===== src/hw/rtl/manchester_frame_transmitter_defines.svh =====
// Assertion macros used by the frame sequencer of the Manchester frame transmitter.
`ifndef MANCHESTER_FRAME_TRANSMITTER_DEFINES_SVH
`define MANCHESTER_FRAME_TRANSMITTER_DEFINES_SVH

// Same-cycle implication, disabled while reset is high.
`define MFT_ASSERT_NOW(label, clk, rst, ante, cons) \
   label: assert property (@(posedge clk) disable iff (rst) (ante) |-> (cons)) \
      else $error("mft assertion failed");

// Next-cycle implication, disabled while reset is high.
`define MFT_ASSERT_NEXT(label, clk, rst, ante, cons) \
   label: assert property (@(posedge clk) disable iff (rst) (ante) |=> (cons)) \
      else $error("mft assertion failed");

`endif


===== src/hw/rtl/mft_pkg.sv =====
// Package with the types and constants of the Manchester frame transmitter.
package mft_pkg;

   localparam int unsigned DataW     = 8;
   localparam int unsigned CfgW      = 4;
   localparam int unsigned CsrIndexW = 2;
   localparam int unsigned CsrDataW  = 8;
   localparam int unsigned CntW      = 4;

   localparam logic [CfgW-1:0] PreamblePairsReset = 4'd5;
   localparam logic [CfgW-1:0] SyncSlotsReset     = 4'd6;
   localparam logic [CntW-1:0] DataBitCount       = 4'd8;

   localparam logic [CsrIndexW-1:0] CSR_PREAMBLE_PAIRS = 2'd0;
   localparam logic [CsrIndexW-1:0] CSR_SYNC_SLOTS     = 2'd1;

   typedef enum logic [1:0] {
      CNT_PRE  = 2'd0,
      CNT_SYNC = 2'd1,
      CNT_BITS = 2'd2
   } cnt_src_type;

   typedef enum logic [1:0] {
      LVL_LOW  = 2'd0,
      LVL_HIGH = 2'd1,
      LVL_BIT  = 2'd2,
      LVL_NBIT = 2'd3
   } lvl_src_type;

   typedef struct packed {
      logic        load_byte;
      logic        cnt_load;
      cnt_src_type cnt_src;
      logic        cnt_dec;
      logic        shift;
      logic        emit;
      lvl_src_type lvl_src;
      logic        last;
   } cmd_type;

   typedef struct packed {
      logic out_free;
      logic cnt_last;
      logic pre_zero;
      logic sync_zero;
   } status_type;

endpackage


===== src/hw/rtl/manchester_frame_transmitter.sv =====
// Manchester frame transmitter top level: one data word in, one word per line slot out.
//
// Each data word accepted on the req_ channel is sent as a frame of line slots, one
// rsp_ word per slot: preamble_pairs high/low pairs, sync_slots high slots, one low
// slot, then the eight data bits least significant first, Manchester coded (a one is
// high then low, a zero low then high). rsp_last_slot marks the final slot of the
// frame, after which the line is understood to rest low. A frame holds
// 2*preamble_pairs + sync_slots + 17 slots, 33 with the reset settings. The frame
// sequencer emits one slot per cycle into an output register while that register is
// free, that is empty or being taken with rsp_ready. The sequencer takes the next word
// as soon as the final slot sits in the output register, even while that slot still
// waits to be taken.
// Settings are written on the csr_ port (index 0: preamble_pairs, index 1:
// sync_slots, low four bits of the data kept, other indexes ignored) while no frame
// is in flight; the port is always ready.
module manchester_frame_transmitter (
   input  logic                          clock,
   input  logic                          reset,
   input  logic                          csr_valid,
   output logic                          csr_ready,
   input  logic [mft_pkg::CsrIndexW-1:0] csr_index,
   input  logic [mft_pkg::CsrDataW-1:0]  csr_data,
   input  logic                          req_valid,
   output logic                          req_ready,
   input  logic [mft_pkg::DataW-1:0]     req_data_byte,
   output logic                          rsp_valid,
   input  logic                          rsp_ready,
   output logic                          rsp_line_level,
   output logic                          rsp_last_slot
);
   import mft_pkg::*;

   cmd_type    cmd;
   status_type status;

   // Settings registers accept a write in any cycle.
   assign csr_ready = 1'b1;

   // The sequencer walks the frame sections; it only commands the datapath.
   mft_ctrl u_ctrl (
      .clock     (clock),
      .reset     (reset),
      .req_valid (req_valid),
      .req_ready (req_ready),
      .status_i  (status),
      .cmd_o     (cmd)
   );

   // The datapath holds the settings, the slot counter, the data shifter and the
   // output register.
   mft_dp u_dp (
      .clock          (clock),
      .reset          (reset),
      .csr_valid      (csr_valid),
      .csr_index      (csr_index),
      .csr_data       (csr_data),
      .req_data_byte  (req_data_byte),
      .rsp_valid      (rsp_valid),
      .rsp_ready      (rsp_ready),
      .rsp_line_level (rsp_line_level),
      .rsp_last_slot  (rsp_last_slot),
      .cmd_i          (cmd),
      .status_o       (status)
   );

endmodule


===== src/hw/rtl/mft_ctrl.sv =====
// Frame sequencer state machine of the Manchester frame transmitter.
`include "manchester_frame_transmitter_defines.svh"

module mft_ctrl (
   input  logic               clock,
   input  logic               reset,
   input  logic               req_valid,
   output logic               req_ready,
   input  mft_pkg::status_type status_i,
   output mft_pkg::cmd_type    cmd_o
);
   import mft_pkg::*;

   typedef enum logic [6:0] {
      ST_IDLE   = 7'b0000001,
      ST_PRE_HI = 7'b0000010,
      ST_PRE_LO = 7'b0000100,
      ST_SYNC   = 7'b0001000,
      ST_GAP    = 7'b0010000,
      ST_DATA_A = 7'b0100000,
      ST_DATA_B = 7'b1000000
   } state_type;

   state_type state_ff;
   state_type state_in;

   always_ff @(posedge clock) begin
      if (reset) begin
         state_ff <= ST_IDLE;
      end else begin
         state_ff <= state_in;
      end
   end

   assign req_ready = (state_ff == ST_IDLE);

   always_comb begin
      state_in        = state_ff;
      cmd_o.load_byte = 1'b0;
      cmd_o.cnt_load  = 1'b0;
      cmd_o.cnt_src   = CNT_PRE;
      cmd_o.cnt_dec   = 1'b0;
      cmd_o.shift     = 1'b0;
      cmd_o.emit      = 1'b0;
      cmd_o.lvl_src   = LVL_LOW;
      cmd_o.last      = 1'b0;
      case (state_ff)
         ST_IDLE: begin
            if (req_valid) begin
               cmd_o.load_byte = 1'b1;
               cmd_o.cnt_load  = 1'b1;
               if (!status_i.pre_zero) begin
                  cmd_o.cnt_src = CNT_PRE;
                  state_in      = ST_PRE_HI;
               end else if (!status_i.sync_zero) begin
                  cmd_o.cnt_src = CNT_SYNC;
                  state_in      = ST_SYNC;
               end else begin
                  state_in = ST_GAP;
               end
            end
         end
         ST_PRE_HI: begin
            if (status_i.out_free) begin
               cmd_o.emit    = 1'b1;
               cmd_o.lvl_src = LVL_HIGH;
               state_in      = ST_PRE_LO;
            end
         end
         ST_PRE_LO: begin
            if (status_i.out_free) begin
               cmd_o.emit    = 1'b1;
               cmd_o.lvl_src = LVL_LOW;
               if (!status_i.cnt_last) begin
                  cmd_o.cnt_dec = 1'b1;
                  state_in      = ST_PRE_HI;
               end else if (!status_i.sync_zero) begin
                  cmd_o.cnt_load = 1'b1;
                  cmd_o.cnt_src  = CNT_SYNC;
                  state_in       = ST_SYNC;
               end else begin
                  state_in = ST_GAP;
               end
            end
         end
         ST_SYNC: begin
            if (status_i.out_free) begin
               cmd_o.emit    = 1'b1;
               cmd_o.lvl_src = LVL_HIGH;
               if (status_i.cnt_last) begin
                  state_in = ST_GAP;
               end else begin
                  cmd_o.cnt_dec = 1'b1;
               end
            end
         end
         ST_GAP: begin
            if (status_i.out_free) begin
               cmd_o.emit     = 1'b1;
               cmd_o.lvl_src  = LVL_LOW;
               cmd_o.cnt_load = 1'b1;
               cmd_o.cnt_src  = CNT_BITS;
               state_in       = ST_DATA_A;
            end
         end
         ST_DATA_A: begin
            if (status_i.out_free) begin
               cmd_o.emit    = 1'b1;
               cmd_o.lvl_src = LVL_BIT;
               state_in      = ST_DATA_B;
            end
         end
         ST_DATA_B: begin
            if (status_i.out_free) begin
               cmd_o.emit    = 1'b1;
               cmd_o.lvl_src = LVL_NBIT;
               cmd_o.shift   = 1'b1;
               if (status_i.cnt_last) begin
                  cmd_o.last = 1'b1;
                  state_in   = ST_IDLE;
               end else begin
                  cmd_o.cnt_dec = 1'b1;
                  state_in      = ST_DATA_A;
               end
            end
         end
         default: begin
            state_in = ST_IDLE;
         end
      endcase
   end

   // The end-of-frame flag is raised only on the second half of the final bit.
   `MFT_ASSERT_NEXT(a_last_ends_frame, clock, reset, cmd_o.last, state_ff == ST_IDLE)
   // Nothing is loaded into the output register unless it is free.
   `MFT_ASSERT_NOW(a_emit_needs_room, clock, reset, cmd_o.emit, status_i.out_free)
   // A word taken at the input always starts a frame.
   `MFT_ASSERT_NEXT(a_accept_starts, clock, reset, req_valid && req_ready, state_ff != ST_IDLE)
   // The gap slot always leads into the first data half.
   `MFT_ASSERT_NEXT(a_gap_to_data, clock, reset, (state_ff == ST_GAP) && status_i.out_free,
      state_ff == ST_DATA_A)

endmodule


===== src/hw/rtl/mft_dp.sv =====
// Datapath of the Manchester frame transmitter: settings, counter, shifter, output.
module mft_dp (
   input  logic                                clock,
   input  logic                                reset,
   input  logic                                csr_valid,
   input  logic [mft_pkg::CsrIndexW-1:0]       csr_index,
   input  logic [mft_pkg::CsrDataW-1:0]        csr_data,
   input  logic [mft_pkg::DataW-1:0]           req_data_byte,
   output logic                                rsp_valid,
   input  logic                                rsp_ready,
   output logic                                rsp_line_level,
   output logic                                rsp_last_slot,
   input  mft_pkg::cmd_type                    cmd_i,
   output mft_pkg::status_type                 status_o
);
   import mft_pkg::*;

   logic [CfgW-1:0]  pre_ff,   pre_in;
   logic [CfgW-1:0]  sync_ff,  sync_in;
   logic [CntW-1:0]  cnt_ff,   cnt_in;
   logic [DataW-1:0] shift_ff, shift_in;
   logic             valid_ff, valid_in;
   logic             level_ff, level_in;
   logic             last_ff,  last_in;
   logic             level_sel;

   always_comb begin
      pre_in  = pre_ff;
      sync_in = sync_ff;
      if (csr_valid) begin
         case (csr_index)
            CSR_PREAMBLE_PAIRS: pre_in  = csr_data[CfgW-1:0];
            CSR_SYNC_SLOTS:     sync_in = csr_data[CfgW-1:0];
            default:            ;
         endcase
      end
   end

   always_comb begin
      cnt_in = cnt_ff;
      if (cmd_i.cnt_load) begin
         case (cmd_i.cnt_src)
            CNT_PRE:  cnt_in = pre_ff;
            CNT_SYNC: cnt_in = sync_ff;
            CNT_BITS: cnt_in = DataBitCount;
            default:  cnt_in = cnt_ff;
         endcase
      end else if (cmd_i.cnt_dec) begin
         cnt_in = cnt_ff - CntW'(1);
      end
   end

   always_comb begin
      shift_in = shift_ff;
      if (cmd_i.load_byte) begin
         shift_in = req_data_byte;
      end else if (cmd_i.shift) begin
         shift_in = {1'b0, shift_ff[DataW-1:1]};
      end
   end

   always_comb begin
      case (cmd_i.lvl_src)
         LVL_LOW:  level_sel = 1'b0;
         LVL_HIGH: level_sel = 1'b1;
         LVL_BIT:  level_sel = shift_ff[0];
         LVL_NBIT: level_sel = ~shift_ff[0];
         default:  level_sel = 1'b0;
      endcase
   end

   // Output register: a slot waits here until the consumer takes it.
   assign status_o.out_free  = !valid_ff || rsp_ready;
   assign status_o.cnt_last  = (cnt_ff == CntW'(1));
   assign status_o.pre_zero  = (pre_ff == '0);
   assign status_o.sync_zero = (sync_ff == '0);

   always_comb begin
      valid_in = valid_ff;
      level_in = level_ff;
      last_in  = last_ff;
      if (cmd_i.emit) begin
         valid_in = 1'b1;
         level_in = level_sel;
         last_in  = cmd_i.last;
      end else if (rsp_ready) begin
         valid_in = 1'b0;
      end
   end

   always_ff @(posedge clock) begin
      if (reset) begin
         pre_ff   <= PreamblePairsReset;
         sync_ff  <= SyncSlotsReset;
         valid_ff <= 1'b0;
      end else begin
         pre_ff   <= pre_in;
         sync_ff  <= sync_in;
         valid_ff <= valid_in;
      end
   end

   always_ff @(posedge clock) begin
      cnt_ff   <= cnt_in;
      shift_ff <= shift_in;
      level_ff <= level_in;
      last_ff  <= last_in;
   end

   assign rsp_valid      = valid_ff;
   assign rsp_line_level = level_ff;
   assign rsp_last_slot  = last_ff;

endmodule

===== config.mk =====
export PLATFORM = sky130hd
export DESIGN_NAME = manchester_frame_transmitter
export DESIGN_NICKNAME = d
export VERILOG_FILES = /design/src/hw/rtl/mft_pkg.sv /design/src/hw/rtl/manchester_frame_transmitter.sv /design/src/hw/rtl/mft_ctrl.sv /design/src/hw/rtl/mft_dp.sv
export VERILOG_INCLUDE_DIRS = /design/src /design/src/hw/rtl
export SDC_FILE = /design/constraint.sdc
export NUM_CORES = 1
export LEC_CHECK = 0
export CORE_ASPECT_RATIO = 0.8
export CORE_MARGIN = 2
export CORE_UTILIZATION = 62
export DETAILED_ROUTE_END_ITERATION = 10
export DONT_BUFFER_PORTS = 1
export GPL_TIMING_DRIVEN = 1
export PLACE_DENSITY_LB_ADDON = 0.05
export SLEW_MARGIN = 20
export SYNTH_ARGS = -nofsm -noshare
export SYNTH_HDL_FRONTEND = slang
export SYNTH_SLANG_ARGS = --single-unit

===== constraint.sdc =====
create_clock -name clock -period 3.2 [get_ports clock]
set_clock_uncertainty 0.1 [all_clocks]
set_input_delay 0.48 -clock clock [delete_from_list [all_inputs] [get_ports clock]]
set_output_delay 0.48 -clock clock [all_outputs]
set_load 0.005 [all_outputs]

==> summary.txt <==
==================================================================================================
Kind of cell with the highest combined delay on the critical path                     simple AND/OR/NAND/NOR gates
Post-synthesis to final-layout area growth                                                  5.619%
Synthesized cell area                                                                     1648 µm²
Worst Path Max Fanout                                                                           10
Rel. slew slack                                                                             47.88%
Number of remaining DRC errors                                                                   0
Antenna fix cells                                                                                0
Total via count after detailed routing                                                       1,237
Number of buffers between clock root and the deepest sink                                        2
Cell Area, Placed                                                                         1665 µm²
Maximum vdd ir drop                                                                       387.1 µV
Routed len/inst                                                                           14.99 µm
Worst-path cell chain                                                                 or4_4 > nor4b_1 > nand3_1 > a21o_1 > inv_1 > ha_1 > a21oi_1 > mux2i_1
Total of fill cells in the finished design                                                     201
Fin Setup TNS                                                                                 0 ns
Post-DP HPWL                                                                              2.303 mm
RSZ-0062 raised after global routing                                                            no
Core Box Area                                                                             2482 µm²
Vias per cell                                                                                5.919
Most common library cell in the layout ignoring fill and taps                         sky130_fd_sc_hd__nor2_1
Total routed wirelength                                                                   3.132 mm
Horizontal extent of the die                                                              61.64 µm
Async set-reset flop share out of synthesis                                                     0%
Post-CTS Hold Fix Bufs                                                                           0
Crit path buffers/inverters                                                                      1
Global Route Usage Sum                                                                      23.45%
Delay contributed by the slowest stage of the critical path                                0.54 ns
Syn_area_per_cell                                                                        9.693 µm²
Max-cap viol count                                                                               0
Worst setup EP type                                                                       register
End-of-flow core utilization                                                                70.11%
Net count of the mapped netlist                                                                197
Critical Path RT                                                                           3.16 ns
Highest Clock Rate                                                                       346.3 MHz
IO Pins                                                                                         28
Post-layout minimum cycle time                                                            2.888 ns
# nets final                                                                                   199
Worst-skew pair later-pin latency                                                          0.32 ns
Largest net degree at the start of global routing                                               17
Die Y                                                                                     50.11 µm
Number of antenna violations at the first check in global routing                                0
IO buf count                                                                                     0
Via count of the first global-routing pass                                                   1,192
GRT Residual Overflow                                                                            0
Critical-path cell with the highest stage delay                                       sky130_fd_sc_hd__or4_4
Final RePlAce weighted congestion                                                           0.8995
Startpoint kind of the worst setup timing path                                            register
Startpoint-to-endpoint class of the critical path                                          reg2reg
Quantity of gates resized following cts                                                          0
Post-synthesis sequential element count                                                         30
Critical path data arrival time                                                            2.85 ns
Violation count after the first detailed-routing iteration                                     105
Final Slew Violations                                                                            0
Post-DRT Antenna Nets                                                                            0
Hold WC Path Type                                                                           in2reg
Most common flop cell mapped by yosys                                                 sky130_fd_sc_hd__dfxtp_1
Worst slack on hold paths                                                                0.1135 ns
Number of buffers inserted during clock tree synthesis                                           5
Area of all placed cells without fillers                                                  1740 µm²
Share of post-route cells with drive strength above 1                                       12.72%
Post-synthesis cell type count                                                                  46
Number of placement rows                                                                        16
# H-tree levels                                                                                  2
Count of yosys warnings during synthesis                                                         0
Critical register-to-register path startpoint                                         u_ctrl.state_ff[0]$_SDFFE_PP1P_
Sequential share of the synthesized area                                                    44.95%
Clock tree from TritonCTS                                                                      yes
Clock sink total                                                                                30
Pin slew with the least headroom to its limit                                            0.7801 ns
Result of the run                                                                     finished, final reports clean
Final Hold Fails                                                                                 0
Clock transition time at the flip-flop clock pins of the worst setup and hold paths        0.09 ns
Post-CTS Setup Inserts                                                                           0
Hold-critical path endpoint                                                           u_ctrl.state_ff[3]$_SDFFE_PP0P_
Count of mapped cells out of synthesis                                                         170
Number of enable-type register cells in the synthesized netlist                                 14
Instance count along the most critical hold path                                                 1
Root Buffer Master                                                                    sky130_fd_sc_hd__clkbuf_4
Static Leakage                                                                        0.0006560 µW
Most frequent cells in the layout                                                     sky130_fd_sc_hd__nor2_1, sky130_fd_sc_hd__dfxtp_1, sky130_fd_sc_hd__edfxtp_1
Global-route wire length before repair                                                    5.250 mm
Hold path startpoint                                                                         reset
End of the worst register-to-register path                                            u_dp.cnt_ff[2]$_DFFE_PP_
Die outline area                                                                          3089 µm²
Part of the cycle the worst path needs                                                      90.25%
Effective utilization at floorplan                                                          66.38%
Reg2reg path depth                                                                               8
First-pass iteration count of the detailed router                                                4
Reg-to-reg slack, setup                                                                    0.31 ns
Setup violations, final                                                                          0
Power per unit of standard cell area                                                  650.3 nW/µm²
==================================================================================================
## how the worst max path moves through the flow
stage,startpoint,end,slack (ns),depth (start not counted)
final,u_ctrl.state_ff[0]$_SDFFE_PP1P_,u_dp.cnt_ff[2]$_DFFE_PP_,0.31,8
after global routing,u_ctrl.state_ff[0]$_SDFFE_PP1P_,u_dp.cnt_ff[1]$_DFFE_PP_,0.11,9
after CTS,u_ctrl.state_ff[0]$_SDFFE_PP1P_,u_dp.cnt_ff[1]$_DFFE_PP_,0.32,8
after detailed placement,u_ctrl.state_ff[0]$_SDFFE_PP1P_,u_dp.cnt_ff[1]$_DFFE_PP_,0.33,8
after global placement,u_ctrl.state_ff[0]$_SDFFE_PP1P_,u_dp.cnt_ff[2]$_DFFE_PP_,0.37,8
after floorplan,u_ctrl.state_ff[0]$_SDFFE_PP1P_,u_dp.shift_ff[0]$_DFFE_PP_,0.48,4
## registers in the layout (all words and copies together), names as in the netlist
register,flops
u_dp.rsp_valid,1
u_ctrl.state_ff,7
u_dp.rsp_last_slot,1
u_dp.cnt_ff,4
u_dp.sync_ff,4
u_dp.shift_ff,8
u_dp.rsp_line_level,1
u_dp.pre_ff,4
## layout make-up
class	instances	area (µm²)	share of cell area (%)
multi-input cells	126	842.1	48.38
flip-flops and latches	30	740.7	42.56
clock buffers	7	45.04	2.588
well taps	36	45.04	2.588
clock inverters	1	30.03	1.725
inverters	8	30.03	1.725
repair buffers	1	7.507	0.4313
## stage by stage
| step | power, µW | cells | setup WS, ns |
|---|---|---|---|
| final | 1132 | 209 | 0.3120 |
| after global routing | 1196 | 209 | 0.1143 |
| after CTS | 1136 | 209 | 0.3238 |
| after detailed placement | 847.7 | 201 | 0.3297 |
| after global placement | 834.3 | 201 | 0.3653 |
| after floorplan | 792.7 | 170 | 0.4833 |
## Yosys cell counts, types with 2 or more instances
cell type | count | area (µm²)
sky130_fd_sc_hd__a211o_1 | 4 | 35.03
sky130_fd_sc_hd__a211oi_1 | 2 | 15.01
sky130_fd_sc_hd__a21oi_1 | 13 | 65.06
sky130_fd_sc_hd__clkbuf_1 | 2 | 7.510
sky130_fd_sc_hd__dfxtp_1 | 16 | 320.3
sky130_fd_sc_hd__edfxtp_1 | 14 | 420.4
sky130_fd_sc_hd__ha_1 | 4 | 50.05
sky130_fd_sc_hd__inv_1 | 8 | 30.03
sky130_fd_sc_hd__mux2_2 | 7 | 78.83
sky130_fd_sc_hd__mux2i_1 | 10 | 100.1
sky130_fd_sc_hd__nand2_1 | 12 | 45.04
sky130_fd_sc_hd__nand2b_1 | 5 | 31.28
sky130_fd_sc_hd__nand3_1 | 6 | 30.03
sky130_fd_sc_hd__nor2_1 | 21 | 78.83
sky130_fd_sc_hd__nor2b_1 | 3 | 18.77
sky130_fd_sc_hd__nor3_1 | 5 | 25.02
sky130_fd_sc_hd__nor4_1 | 4 | 25.02
sky130_fd_sc_hd__o211ai_1 | 2 | 15.01
sky130_fd_sc_hd__o21ai_0 | 4 | 20.02
sky130_fd_sc_hd__xnor2_1 | 2 | 17.52
## power breakdown
group / switching (µW) / leakage, µW / total (µW) / internal (µW)
Combinational: 166 / 0.000354 / 305 / 139
Clock: 123 / 0.0000395 / 289 / 166
Sequential: 45.7 / 0.000263 / 538 / 492
Total: 335 / 0.000656 / 1130 / 797
## per-layer routing
metal / GRT usage [%] / up-vias / share of wire (%)
met3: 7.874 / 4 / 6.6
met1: 33.50 / 574 / 48
met5: 0 / - / 0
met2: 32.63 / 40 / 44
met4: 8.511 / 0 / 0.93
li1: - / 619 / -
## cells by family (layout without fill, tap and decap cells)
kind of cell | Yosys count | in the layout | share of synthesized area (%)
AOI/OAI and AO/OA | 33 | 33 | 13.67
xor gates and xnor gates | 3 | 3 | 1.595
adders and majority gates | 4 | 4 | 3.037
buffers and inverters | 14 | 17 | 3.948
DFF | 30 | 30 | 44.95
muxes | 17 | 17 | 10.86
other | 1 | 1 | 0.2276
and+or+nand+nor | 68 | 68 | 21.72
No activity file was read; power rests on OpenSTA's default activity.
